[config.mk]
export PLATFORM = sky130hd
export DESIGN_NAME = eg_div
export DESIGN_NICKNAME = d
export VERILOG_FILES = /design/src/rtl/eg_pkg.sv /design/src/rtl/eg_div.sv
export SDC_FILE = /design/constraint.sdc
export NUM_CORES = 1
export LEC_CHECK = 0
export BUFFER_PORTS_ARGS = -buffer_cell sky130_fd_sc_hd__buf_2
export CAP_MARGIN = 0
export CELL_PAD_IN_SITES_DETAIL_PLACEMENT = 0
export CELL_PAD_IN_SITES_GLOBAL_PLACEMENT = 1
export CORE_MARGIN = 1.5
export CORE_UTILIZATION = 49
export CTS_CLUSTER_SIZE = 10
export DETAILED_ROUTE_END_ITERATION = 10
export PLACE_DENSITY_LB_ADDON = 0.1
export SYNTH_ARGS = -nofsm -noshare
export SYNTH_HDL_FRONTEND = slang
export SYNTH_SLANG_ARGS = --single-unit
[constraint.sdc]
create_clock -name i_clk -period 13.7 [get_ports i_clk]
set_input_delay 0.685 -clock i_clk [delete_from_list [all_inputs] [get_ports i_clk]]
set_output_delay 0.685 -clock i_clk [all_outputs]
set_load 0.02 [all_outputs]
[src/rtl/eg_pkg.sv]
// ----------------------------------------------------------------------------
// eg_pkg: shared constants and types for the ECEF to geodetic converter
// Fixed-point formats, ellipsoid codes, unit start strobes, arctangent table.
// ----------------------------------------------------------------------------
`default_nettype none

package eg_pkg;

    localparam int MAX_PASSES = 11;
    localparam int ANGLE_BITS = 32;
    localparam int COORD_BITS = 38;
    localparam int FRAC       = 60 - COORD_BITS;   // length fraction bits
    localparam int ASHIFT     = 61 - ANGLE_BITS;   // Q60 angle to output LSB
    localparam int CORDIC_N   = 60;
    localparam int CNT_W      = 6;                 // pass counter width

    localparam logic [63:0] INV_PI_Q64 = 64'h517C_C1B7_2722_0A95;
    localparam logic [63:0] RADIUS_MM  = 64'd6378137000;
    localparam logic [63:0] INVF_WGS84 = 64'd298257223563;
    localparam logic [63:0] INVF_CGCS  = 64'd298257222101;
    localparam logic [63:0] INVF_DEN   = 64'd1000000000;
    localparam logic [63:0] ONE_Q60    = 64'h1000_0000_0000_0000;
    localparam logic [63:0] HALF_PI    = 64'h0800_0000_0000_0000;  // 2^59

    // ellipsoid codes
    localparam logic [1:0] ELL_WGS84 = 2'd0;
    localparam logic [1:0] ELL_CGCS  = 2'd1;
    localparam logic [1:0] ELL_NONE  = 2'd2;

    // register index (address bit 2)
    localparam logic REG_ELLIPSOID = 1'b0;

    // start strobes to the shared units
    typedef struct packed {
        logic mul;
        logic div;
        logic sqrt;
        logic cor;
    } t_go;

    localparam t_go GO_NONE = 4'b0000;
    localparam t_go GO_MUL  = 4'b1000;
    localparam t_go GO_DIV  = 4'b0100;
    localparam t_go GO_SQRT = 4'b0010;
    localparam t_go GO_COR  = 4'b0001;

    typedef logic [CORDIC_N-1:0][63:0] t_atab;

    function automatic logic [63:0] mag64(input logic [63:0] v);
        return v[63] ? (64'd0 - v) : v;
    endfunction

    // atan(2^-i) in Q60 semicircles: power series in Q62 radians times 1/pi
    function automatic t_atab atan_table();
        t_atab       tab;
        logic [63:0] acc;
        logic [63:0] term;
        logic [127:0] prod;
        int          i;
        int          k;
        tab[0] = 64'd1 << 58;
        for (i = 1; i < CORDIC_N; i++) begin
            acc = 64'd0;
            for (k = 0; i * (2 * k + 1) <= 62; k++) begin
                term = (64'd1 << (62 - i * (2 * k + 1))) / 64'(2 * k + 1);
                if (k[0]) acc = acc - term;
                else      acc = acc + term;
            end
            prod   = {64'd0, acc} * {64'd0, INV_PI_Q64};
            tab[i] = {2'b00, prod[127:66]};
        end
        return tab;
    endfunction

    localparam t_atab ATAB = atan_table();

endpackage

`default_nettype wire

[src/rtl/eg_div.sv]
// ----------------------------------------------------------------------------
// eg_div: 128 / 64 restoring divider, one quotient bit a cycle
// Saturates to all ones on a zero divisor or quotient overflow.
// ----------------------------------------------------------------------------
`default_nettype none

module eg_div (
    input  wire logic         i_clk,
    input  wire logic         i_rst_n,
    input  wire logic         i_start,
    input  wire logic [127:0] i_num,
    input  wire logic [63:0]  i_den,
    output logic              o_done,
    output logic [63:0]       o_q
);
    import eg_pkg::*;

    logic        r_busy;
    logic        r_done;
    logic [5:0]  r_cnt;
    logic [63:0] r_rem;
    logic [63:0] r_lo;
    logic [63:0] r_den;
    logic [63:0] r_q;
    logic [63:0] n_rem2;
    logic        n_take;

    assign n_rem2 = {r_rem[62:0], r_lo[63]};
    assign n_take = r_rem[63] || (n_rem2 >= r_den);

    always_ff @(posedge i_clk) begin
        if (!i_rst_n) begin
            r_busy <= 1'b0;
            r_done <= 1'b0;
            r_cnt  <= '0;
        end else begin
            r_done <= 1'b0;
            if (i_start) begin
                r_den <= i_den;
                r_rem <= i_num[127:64];
                r_lo  <= i_num[63:0];
                r_q   <= '0;
                r_cnt <= '0;
                if (i_den == 64'd0 || i_num[127:64] >= i_den) begin
                    r_q    <= '1;
                    r_done <= 1'b1;
                end else begin
                    r_busy <= 1'b1;
                end
            end else if (r_busy) begin
                r_lo  <= {r_lo[62:0], 1'b0};
                r_rem <= n_take ? (n_rem2 - r_den) : n_rem2;
                r_q   <= {r_q[62:0], n_take};
                r_cnt <= r_cnt + 6'd1;
                if (r_cnt == 6'd63) begin
                    r_busy <= 1'b0;
                    r_done <= 1'b1;
                end
            end
        end
    end

    assign o_done = r_done;
    assign o_q    = r_q;

endmodule

`default_nettype wire

# Word-level counts from Yosys, hierarchy flattened
# Cells that the tools add are included.
# Widths: inputs -> output; s select.
# classes
n_eq_ne	2
bitwise	1
n_lt_le_gt_ge	2
n_mux	16
reduce_logical	7
addsub	2
# ops
cell	n
$mux 64	8
$ge 64x64->1	2
$logic_not 64->1	1
$sub 64x64->64	1
$mux 1	8
$add 6x1->6 const B	1
$eq 6x6->1 const B	1
$reduce_and 2->1	2
$logic_or 1x1->1	2
$ne 2x2->1 const B	1
$reduce_bool 2->1	1
$reduce_or 2->1	1
$not 1->1	1
# word_totals
wordCells	37
out_inout_bits	65
ff_bits	264

# Longest topological paths before layout
# Gate-level depths: netlist of the first run.
# logic_depth
word_depth	5
depth_mapped	16
depth_no_buf	14

# Worst setup path before layout of the first run
# No wires, ideal clock.
# synth_path
kind	input -> register
startpoint	input port i_start
endpoint	register r_busy
slack_ns	7.334
cell_stages	5
arrival_time_ns	6.275
cell_sequence	clkbuf_1 -> clkbuf_1 -> o21a_1 -> o21ai_0 -> a21oi_1
# synth_via
elab_chain_cells	1
elab_cells_between_ends	2
classes_between	1 x eq/ne; 1 x mux
# synth_rtl
item	line	source
start: declaration	eg_div.sv:10	input wire logic i_start,
$ne 2x2->1 (no line) / $mux 1 (equally long branches)	--	
end signal: assignment	eg_div.sv:33	r_busy <= 1'b0;
end signal: assignment	eg_div.sv:48	r_busy <= 1'b1;
end signal: assignment	eg_div.sv:56	r_busy <= 1'b0;
end: declaration	eg_div.sv:18	logic r_busy;
# Several ways; a longest one is shown, not always the timed one.
# A chain may end at the register's enable or synchronous reset.

# Worst setup path after layout of the first run
# layout_path
startpoint	register r_lo[63]
endpoint	register r_rem[59] (data pin)
# layout_via
elab_chain_cells	5
elab_cells_between_ends	6
classes_between	1 x add/sub; 1 x order compare; 3 x mux; 1 x reduce/logical
# layout_rtl
item	line	source
start: declaration	eg_div.sv:22	logic [63:0] r_lo;
start signal: assignment	eg_div.sv:41	r_lo <= i_num[63:0];
start signal: assignment	eg_div.sv:51	r_lo <= {r_lo[62:0], 1'b0};
$ge 64x64->1	eg_div.sv:29	assign n_take = r_rem[63] || (n_rem2 >= r_den);
$logic_or 1x1->1	eg_div.sv:29	
$mux 64 *	eg_div.sv:52	r_rem <= n_take ? (n_rem2 - r_den) : n_rem2;
$mux 64 *	eg_div.sv:50	end else if (r_busy) begin
$mux 64 *	eg_div.sv:38	if (i_start) begin
end signal: assignment	eg_div.sv:40	r_rem <= i_num[127:64];
end signal: assignment	eg_div.sv:52	
end: declaration	eg_div.sv:21	logic [63:0] r_rem;
# Every way passes the cells marked *; elsewhere a longest branch is shown, timed or not. The select of a mux whose other input is x is not followed.

==> out/results.txt, run 1 <==
Vias in the first global route = 12,420
Synth Area in Simple Gates = 10.09%
CP required = 13.91 ns
Post-synthesis mux area share = 7.666%
Status = complete, no violations
Clock Pin Slew Worst Setup and Hold Paths = 0.06 ns
Half-perimeter wire length after placement = 31.14 mm
Worst slew pin tran = 1.196 ns
Critical Path Start Type = register
Clk_lat worst skew = 0.51 ns
Fill cells = 2,927
Congestion Overflow GR = 0
Min-delay worst type = primary input to register
Share of cells above drive strength 1 = 22.82%
H-Tree Depth = 2
Sequential share of the synthesized area = 47.89%
Critical path class = register to register
Crit path max-delay family = compound AO/OA/AOI/OAI gates
Clock sinks = 264
RD Place Congestion = 0.8872
Rel. slew slack = 20.30%
Hold-fix buffers, CTS = 0
Avg Synthesized Cell Area = 10.64 um2
Ys flop type = edfxtp_1
Die Area = 34,550 um2
Largest net degree at the start of global routing = 99
Yosys cell types = 55
Synth area leader = edfxtp_1
Synthesized instance count = 1,540
Setup Buffers After CTS = 0
Final hold vios = 0
EDFF count, synth = 256
R2R setup slack = 8.02 ns
Crit path cell chain = inv_1, ha_1, fa_1, nand2b_1, a21o_1, a211o_1, a21o_1, a31oi_1, a21oi_1, o2111a_1, o41ai_4, buf_4, and2_1, a221oi_1
Setup crit end kind = register
CTS resizes = 0
Drt initial violations = 785
R2r startpoint = r_lo[63]$_DFFE_PP_
Fin Setup TNS = 0 ns
Setup repair after global routing missed its margin = no
CTS buffer count = 34
Synth warn = 0
Hold path startpoint = i_den[49]
Mapped Nets = 1,865
Worst Path Max Fanout = 98
Number of max-cap violations = 0
Critical Path AT = 5.89 ns
Period minus WS final = 5.679 ns
Routed via count = 12,580
Slowest stage cell, crit path = o41ai_4
Compound-Gate Fraction of Synth Area = 16.20%
Hold Path Sink = r_den[49]$_DFFE_PP_
Initial core utilization = 50.11%
Area delta synth->final = 16.02%
Post-Synth XOR/XNOR Area = 3.153%
Peak VDD IR = 0.00008420 V
Part of the cycle the worst path needs = 41.45%
Total GRT Usage = 24.62%
R2R Path End = r_rem[59]$_DFFE_PP_
Chip Height = 185.9 um
TritonRoute pass-1 iters = 5
Mapped cell area = 16,390 um2
Routed length per instance = 18.98 um
CTS root buf = clkbuf_16
# port buffers = 259
Clock Skew = 0.01469 ns
Most Frequent Cell on Critical Path = a21o_1
Main combinational cell family by area after synthesis = compound AO/OA/AOI/OAI gates
Nets = 2,102
Top Ports = 260
Top post-synthesis cells by area = edfxtp_1, ha_1, mux2_2
First-pass GRT wire length = 65.81 mm
Async SR Flop Fraction = 0%
Max incr delay on CP = 1.02 ns
Synth Register Bits = 264
Cell count of the worst hold path = 1
PwrDens = 125.6 nW/um2
Place WS = 7.964 ns
Leakage = 8.054 nW
Row cnt = 66
Initial antenna violation count = 16
CTS tree = built
WP buf/inv = 2
Worst reg2reg path depth = 14
Final WS setup = 8.021 ns
DRC = 0
Die X = 185.9 um
Final setup violation count = 0
Core Area = 32,700 um2
Via/cell ratio = 5.611
Top-area cell type share of the netlist area = 46.91%
Routed Antenna Nets = 0
DRT Wirelength = 42.54 mm
Longest Clk Path Bufs = 3
Adder-cell share of the synthesized area = 9.972%
Fmax = 176.1 MHz
Slew Viols, Final = 0
==> layout make-up <==
| cell class | instances | area (um2) | area share, % |
|---|---|---|---|
| inverters | 150 | 563.0 | 2.961 |
| multi-input cells | 1062 | 7735 | 40.68 |
| clock buffers | 43 | 884.6 | 4.653 |
| diodes | 8 | 20.02 | 0.1053 |
| repair buffers | 265 | 1348 | 7.088 |
| flip-flops and latches | 264 | 7848 | 41.28 |
| well taps | 442 | 553.0 | 2.909 |
| clock inverters | 8 | 61.31 | 0.3225 |
==> metrics by stage <==
step | utilization, % | cells | area, um2 | total power [W] | hold slack, ns
floorplan | - | 1540 | 16390 | 0.001450 | 0.4537
finish | 58.14 | 2242 | 19010 | 0.002388 | 0.3787
global route | 58.10 | 2237 | 19000 | 0.002507 | 0.3575
detailed placement | 55.18 | 2183 | 18050 | 0.001611 | 0.4953
global placement | 55.18 | 2183 | 18050 | 0.001601 | 0.4730
CTS | 58.08 | 2234 | 18990 | 0.002408 | 0.3531
==> layout by cell type (no fill, tap or decap), types with 36 or more instances in the layout <==
master    instances
nand2_1          87
a21o_1           57
mux2_2          100
buf_2           258
o21a_1           69
inv_1           149
ha_1            129
edfxtp_1        256
nor2_1          102
xnor2_1          36
a21oi_1         150
o21ai_0          53
==> Yosys cell counts, types with 11 or more instances <==
library cell    n
o21a_1         70
o21bai_1       18
a21o_1         57
o211ai_1       13
xnor2_1        36
nor3_1         19
xor2_1         23
and2_1         11
mux2i_1        13
edfxtp_1      256
inv_1         149
o21ai_0        53
nor2b_1        11
nand2_1        87
nor2_1        102
nor4_1         21
mux2_2        100
a31oi_1        11
nand4_1        32
ha_1          129
buf_2          14
nand3_1        23
a21oi_1       150
clkbuf_1       47
==> per-layer routing <==
layer  routed length (um)  part of all wire (%)  global-route usage [%]  vias to the layer above
met5                   93                  0.22                       0                        -
met4                 1086                   2.6                   7.000                       18
met3                 3274                   7.7                   7.122                       79
met2                19310                    45                   39.94                      364
met1                18780                    44                   32.02                     5971
li1                     -                     -                       -                     6147
==> worst max-delay path by stage <==
| stage | from | depth (start not counted) | to |
|---|---|---|---|
| 6_report | r_lo[63]$_DFFE_PP_ | 14 | r_rem[59]$_DFFE_PP_ |
| 5_1_grt | r_lo[63]$_DFFE_PP_ | 14 | r_rem[53]$_DFFE_PP_ |
| 4_1_cts | r_lo[63]$_DFFE_PP_ | 14 | r_rem[53]$_DFFE_PP_ |
| 3_5_place_dp | r_lo[63]$_DFFE_PP_ | 14 | r_rem[53]$_DFFE_PP_ |
| 3_3_place_gp | r_lo[63]$_DFFE_PP_ | 14 | r_rem[53]$_DFFE_PP_ |
| 2_1_floorplan | i_start | 5 | r_busy$_SDFFE_PN0P_ |
==> cell families after synthesis <==
logic type | Yosys count
AND/OR/NAND/NOR | 343
multiplexers | 113
XOR/XNOR | 59
adder cells (fa/ha/maj) | 130
AO/OA/AOI/OAI | 417
buffers and inverters | 214
flip-flops | 264
==> state kept, by name (all words and copies together) (netlist names) <==
name and count:
o_q 64, r_den 64, r_lo 64, o_done 1, r_cnt 6, r_rem 64
r_busy 1
==> worst register-to-register path, delay by kind of cell, from the launching register on <==
kind,cells,cell delay (ns)
simple gates,2,0.85
fa+ha+maj,2,0.63
compound gates,8,2.61
buf+inv,2,0.95
flops,1,0.35
==> report_power, final <==
part           switching (W)  total (W)  leakage (nW)  internal [W]
sequential         0.0000271    0.00100          2.48      0.000974
clock               0.000335   0.000789         0.460      0.000454
combinational       0.000348   0.000598          5.12      0.000250
No activity file was read; power rests on OpenSTA's default activity.
==> inputs of run 2 (changes only) <==
--- a/config.mk
+++ b/config.mk
@@ -5,12 +5,13 @@
 export SDC_FILE = /design/constraint.sdc
 export NUM_CORES = 1
 export LEC_CHECK = 0
+export ABC_AREA = 1
 export BUFFER_PORTS_ARGS = -buffer_cell sky130_fd_sc_hd__buf_2
 export CAP_MARGIN = 0
 export CELL_PAD_IN_SITES_DETAIL_PLACEMENT = 0
 export CELL_PAD_IN_SITES_GLOBAL_PLACEMENT = 1
 export CORE_MARGIN = 1.5
-export CORE_UTILIZATION = 49
+export CORE_UTILIZATION = 38
 export CTS_CLUSTER_SIZE = 10
 export DETAILED_ROUTE_END_ITERATION = 10
 export PLACE_DENSITY_LB_ADDON = 0.1
==> constraint.sdc (replaced) <==
create_clock -name i_clk -period 5.03 [get_ports i_clk]
set_input_delay 0.2515 -clock i_clk [delete_from_list [all_inputs] [get_ports i_clk]]
set_output_delay 0.2515 -clock i_clk [all_outputs]
set_load 0.02 [all_outputs]
==> run 2 against run 1 <==
Compared with the run above: first-iteration DRC count increased by 45%; sequential share of layout area decreased by 8.7 points; sequential power increased to 2.7 times the previous value; clock skew increased by 0.017 ns; core utilization decreased by 10 points; hold slack got worse by 0.37 ns; synthesized area increased by 18%; combinational power increased to 3.6 times the previous value; clock-buffer cell count increased by 10; via count increased by 44%; critical endpoint is now o_q[3]$_DFFE_PP_.
==> out/results.txt, run 2 <==
Synthesized instance count = 2,745 (was 1,540)
First-pass GRT wire length = 100.0 mm (was 65.81 mm)
Max incr delay on CP = 0.91 ns (was 1.02 ns)
CP Capture Point = o_q[3]$_DFFE_PP_ (was r_rem[59]$_DFFE_PP_)
Finished Core Util = 48.00% (was 58.14%)
Avg Synthesized Cell Area = 7.037 um2 (was 10.64 um2)
Synth cell count leaders = nand2_1, inv_1, edfxtp_1 (was edfxtp_1, a21oi_1, inv_1)
Number of max-cap violations = 0 (unchanged)
EDFF count, synth = 256 (unchanged)
Place WS = 1.684 ns (was 7.964 ns)
Die Area = 52,190 um2 (was 34,550 um2)
CTS resizes = 0 (unchanged)
Area delta synth->final = 24.67% (was 16.02%)
Slew Viols, Final = 0 (unchanged)
Initial antenna violation count = 9 (was 16)
Worst slew pin tran = 1.206 ns (was 1.196 ns)
CP required = 5.27 ns (was 13.91 ns)
Fill cells = 5,222 (was 2,927)
WP buf/inv = 3 (was 2)
Synth warn = 0 (unchanged)
Share of cells above drive strength 1 = 11.19% (was 22.82%)
Die X = 228.5 um (was 185.9 um)
Synth area leader = edfxtp_1 (unchanged)
Most frequent cells in the layout = nand2_1, inv_1, buf_2, edfxtp_1, dlygate4sd3_1 (was buf_2, edfxtp_1, a21oi_1, inv_1, ha_1)
Part of the cycle the worst path needs = 67.68%
Setup Buffers After CTS = 0 (unchanged)
Congestion Overflow GR = 0 (unchanged)
CTS tree = built (unchanged)
Status = complete, no violations (unchanged)
Routed length per instance = 16.31 um (was 18.98 um)
Ys flop type = edfxtp_1 (unchanged)
Longest Clk Path Bufs = 3 (unchanged)
Half-perimeter wire length after placement = 48.67 mm (was 31.14 mm)
Sequential share of the synthesized area = 40.63% (was 47.89%)
Top Ports = 260 (unchanged)
Async SR Flop Fraction = 0% (unchanged)
Vias in the first global route = 18,300 (was 12,420)
Fmax = 293.7 MHz
Initial core utilization = 38.50% (was 50.11%)
PwrDens = 303.1 nW/um2 (was 125.6 nW/um2)
Core Area = 50,170 um2 (was 32,700 um2)
Routed Antenna Nets = 0 (unchanged)
Nets = 3,491 (was 2,102)
Row cnt = 82 (was 66)
Commonest non-fill, non-tap cell in the layout = nand2_1 (was buf_2)
TritonRoute pass-1 iters = 5 (unchanged)
Worst Path Max Fanout = 64 (was 98)
Routed via count = 18,070 (was 12,580)
# port buffers = 259 (unchanged)
Top-area cell type share of the netlist area = 39.80% (was 46.91%)
Crit. Startpoint = i_den[17] (was r_lo[63]$_DFFE_PP_)
Multi-input gate area = 9271 um2 (was 7735 um2)
Mapped cell area = 19,320 um2 (was 16,390 um2)
CTS root buf = clkbuf_16 (unchanged)
CTS buffer count = 35 (was 34)
Critical path class = primary input to register (was register to register)
Most Frequent Cell on Critical Path = nand2_1 (was a21o_1)
Rel. slew slack = 19.30% (was 20.30%)
Total GRT Usage = 24.40% (was 24.62%)
Clock sinks = 264 (unchanged)
Chip Height = 228.5 um (was 185.9 um)
Stages on worst setup path = 16 (was 14)
Mapped Nets = 3,070 (was 1,865)
Crit path max-delay family = simple AND/OR/NAND/NOR gates (was compound AO/OA/AOI/OAI gates)
Hold-fix buffers, CTS = 176 (was 0)
Register area = 7848 um2 (unchanged)
Slowest stage cell, crit path = nand2_2 (was o41ai_4)
Critical Path Start Type = primary input (was register)
Worst reg2reg path depth = 17 (was 14)
Yosys cell types = 39 (was 55)
Drt initial violations = 1,138 (was 785)
R2r startpoint = r_den[0]$_DFFE_PP_ (was r_lo[63]$_DFFE_PP_)
Final hold vios = 0 (unchanged)
Critical Path AT = 3.65 ns (was 5.89 ns)
Synth Register Bits = 264 (unchanged)
Clk_lat worst skew = 0.57 ns (was 0.51 ns)
Peak VDD IR = 0.0002161 V (was 0.00008420 V)
Final WS setup = 1.626 ns (was 8.021 ns)
Crit path cell chain = dlygate4sd3_1, buf_2, inv_1, ha_1, nand2_1, nand2_1, nand2_1, nand2_1, nand2_1, nand3_1, a21oi_1, nand2_1, nand2_1, nand4_1, nand2_2, nand2_1 (was inv_1, ha_1, fa_1, nand2b_1, a21o_1, a211o_1, a21o_1, a31oi_1, a21oi_1, o2111a_1, o41ai_4, buf_4, and2_1, a221oi_1)
Setup repair after global routing missed its margin = no (unchanged)
RD Place Congestion = 0.9201 (was 0.8872)
H-Tree Depth = 2 (unchanged)
R2R Path End = r_rem[23]$_DFFE_PP_ (was r_rem[59]$_DFFE_PP_)
Final setup violation count = 0 (unchanged)
Clock Pin Slew Worst Setup and Hold Paths = 0.06 ns (about the same)
R2R setup slack = 1.84 ns (was 8.02 ns)
Clock Skew = 0.03198 ns (was 0.01469 ns)
Leakage = 12.72 nW (was 8.054 nW)
Fin Setup TNS = 0 ns (unchanged)
DRT Wirelength = 63.10 mm (was 42.54 mm)
Via/cell ratio = 4.671 (was 5.611)
Top-count cell post-synth = nand2_1 (was edfxtp_1)
Period minus WS final = 3.404 ns
DRC = 0 (unchanged)
Min-delay worst type = primary input to register (unchanged)
Setup crit end kind = register (unchanged)
Largest net degree at the start of global routing = 128 (was 99)
Top post-synthesis cells by area = edfxtp_1, nand2_1, inv_1 (was edfxtp_1, ha_1, mux2_2)
run 2: cell count changes in the layout (fill, tap and decap cells not counted), moves of 13 or more:
cell           delta
nand3b_1         +51
o21ai_0          -41
nand3_1         +103
o21bai_1         -16
nor2_1           +29
mux2_2          -100
a21oi_1          -72
xor2_1           -21
o21a_1           -68
nand2_1        +1171
dlygate4sd3_1   +176
mux2i_1          -13
a21o_1           -55
inv_1           +337
run 2: final cells by class:
| type | count | area share [%] |
|---|---|---|
| inverters | 500 | 7.814 |
| diodes | 5 | 0.05196 |
| clock buffers | 53 | 3.959 |
| clock inverters | 9 | 0.5559 |
| flip-flops and latches | 264 | 32.59 |
| well taps | 672 | 3.491 |
| multi-input cells | 1921 | 38.50 |
| repair buffers | 444 | 13.04 |
run 2: logic make-up after synthesis:
logic type / Yosys count / synth area share, %
XOR/XNOR: 32 / 1.451
adder cells (fa/ha/maj): 130 / 8.460
flip-flops: 264 / 40.63
buffers and inverters: 560 / 11.45
AO/OA/AOI/OAI: 101 / 2.746
AND/OR/NAND/NOR: 1658 / 35.27
run 2: worst min-delay path by stage:
| stage | start | to | slack (ns) | depth (start not counted) |
|---|---|---|---|---|
| 2_1_floorplan | i_den[0] | r_den[0]$_DFFE_PP_ | 0.35 | 0 |
| 3_3_place_gp | i_den[51] | r_den[51]$_DFFE_PP_ | 0.45 | 1 |
| 3_5_place_dp | i_den[27] | r_den[27]$_DFFE_PP_ | 0.44 | 1 |
| 4_1_cts | i_num[85] | r_rem[21]$_DFFE_PP_ | 0.0005 | 3 |
| 5_1_grt | i_num[107] | r_rem[43]$_DFFE_PP_ | 0.02 | 3 |
| 6_report | i_num[120] | r_rem[56]$_DFFE_PP_ | 0.009 | 3 |
run 2: through the flow:
| stage | power, W | hold WS (ns) | std cells | area [um2] |
|---|---|---|---|---|
| 6_report | 0.007298 | 0.008687 | 3868 | 24080 |
| 5_1_grt | 0.007745 | 0.02349 | 3867 | 24080 |
| 4_1_cts | 0.007364 | 0.0005396 | 3863 | 24070 |
| 3_5_place_dp | 0.004799 | 0.4443 | 3625 | 21220 |
| 3_3_place_gp | 0.004784 | 0.4450 | 3625 | 21220 |
| 2_1_floorplan | 0.004158 | 0.3504 | 2745 | 19330 |
run 2: worst reg2reg max path, delay by kind of cell, from the launching register on:
kind	cells	cell delay, ns
flip-flops	1	0.36
adder cells (fa/ha/maj)	2	0.65
buffers and inverters	2	0.49
AND/OR/NAND/NOR	13	1.44
run 2: routing by layer:
metal,wire length (um),vias up,track usage (%)
met5,45,-,0
met4,1629,8,6.954
met3,3156,81,4.291
met2,28070,359,39.10
met1,30200,8251,33.71
li1,-,9370,-
run 2: report_power, final:
group	switching (W)	internal (W)	leakage [nW]	total [W]
combinational	0.00139	0.000752	9.70	0.00214
sequential	0.0000736	0.00265	2.50	0.00273
clock	0.00101	0.00142	0.523	0.00243
total	0.00247	0.00483	12.7	0.00730
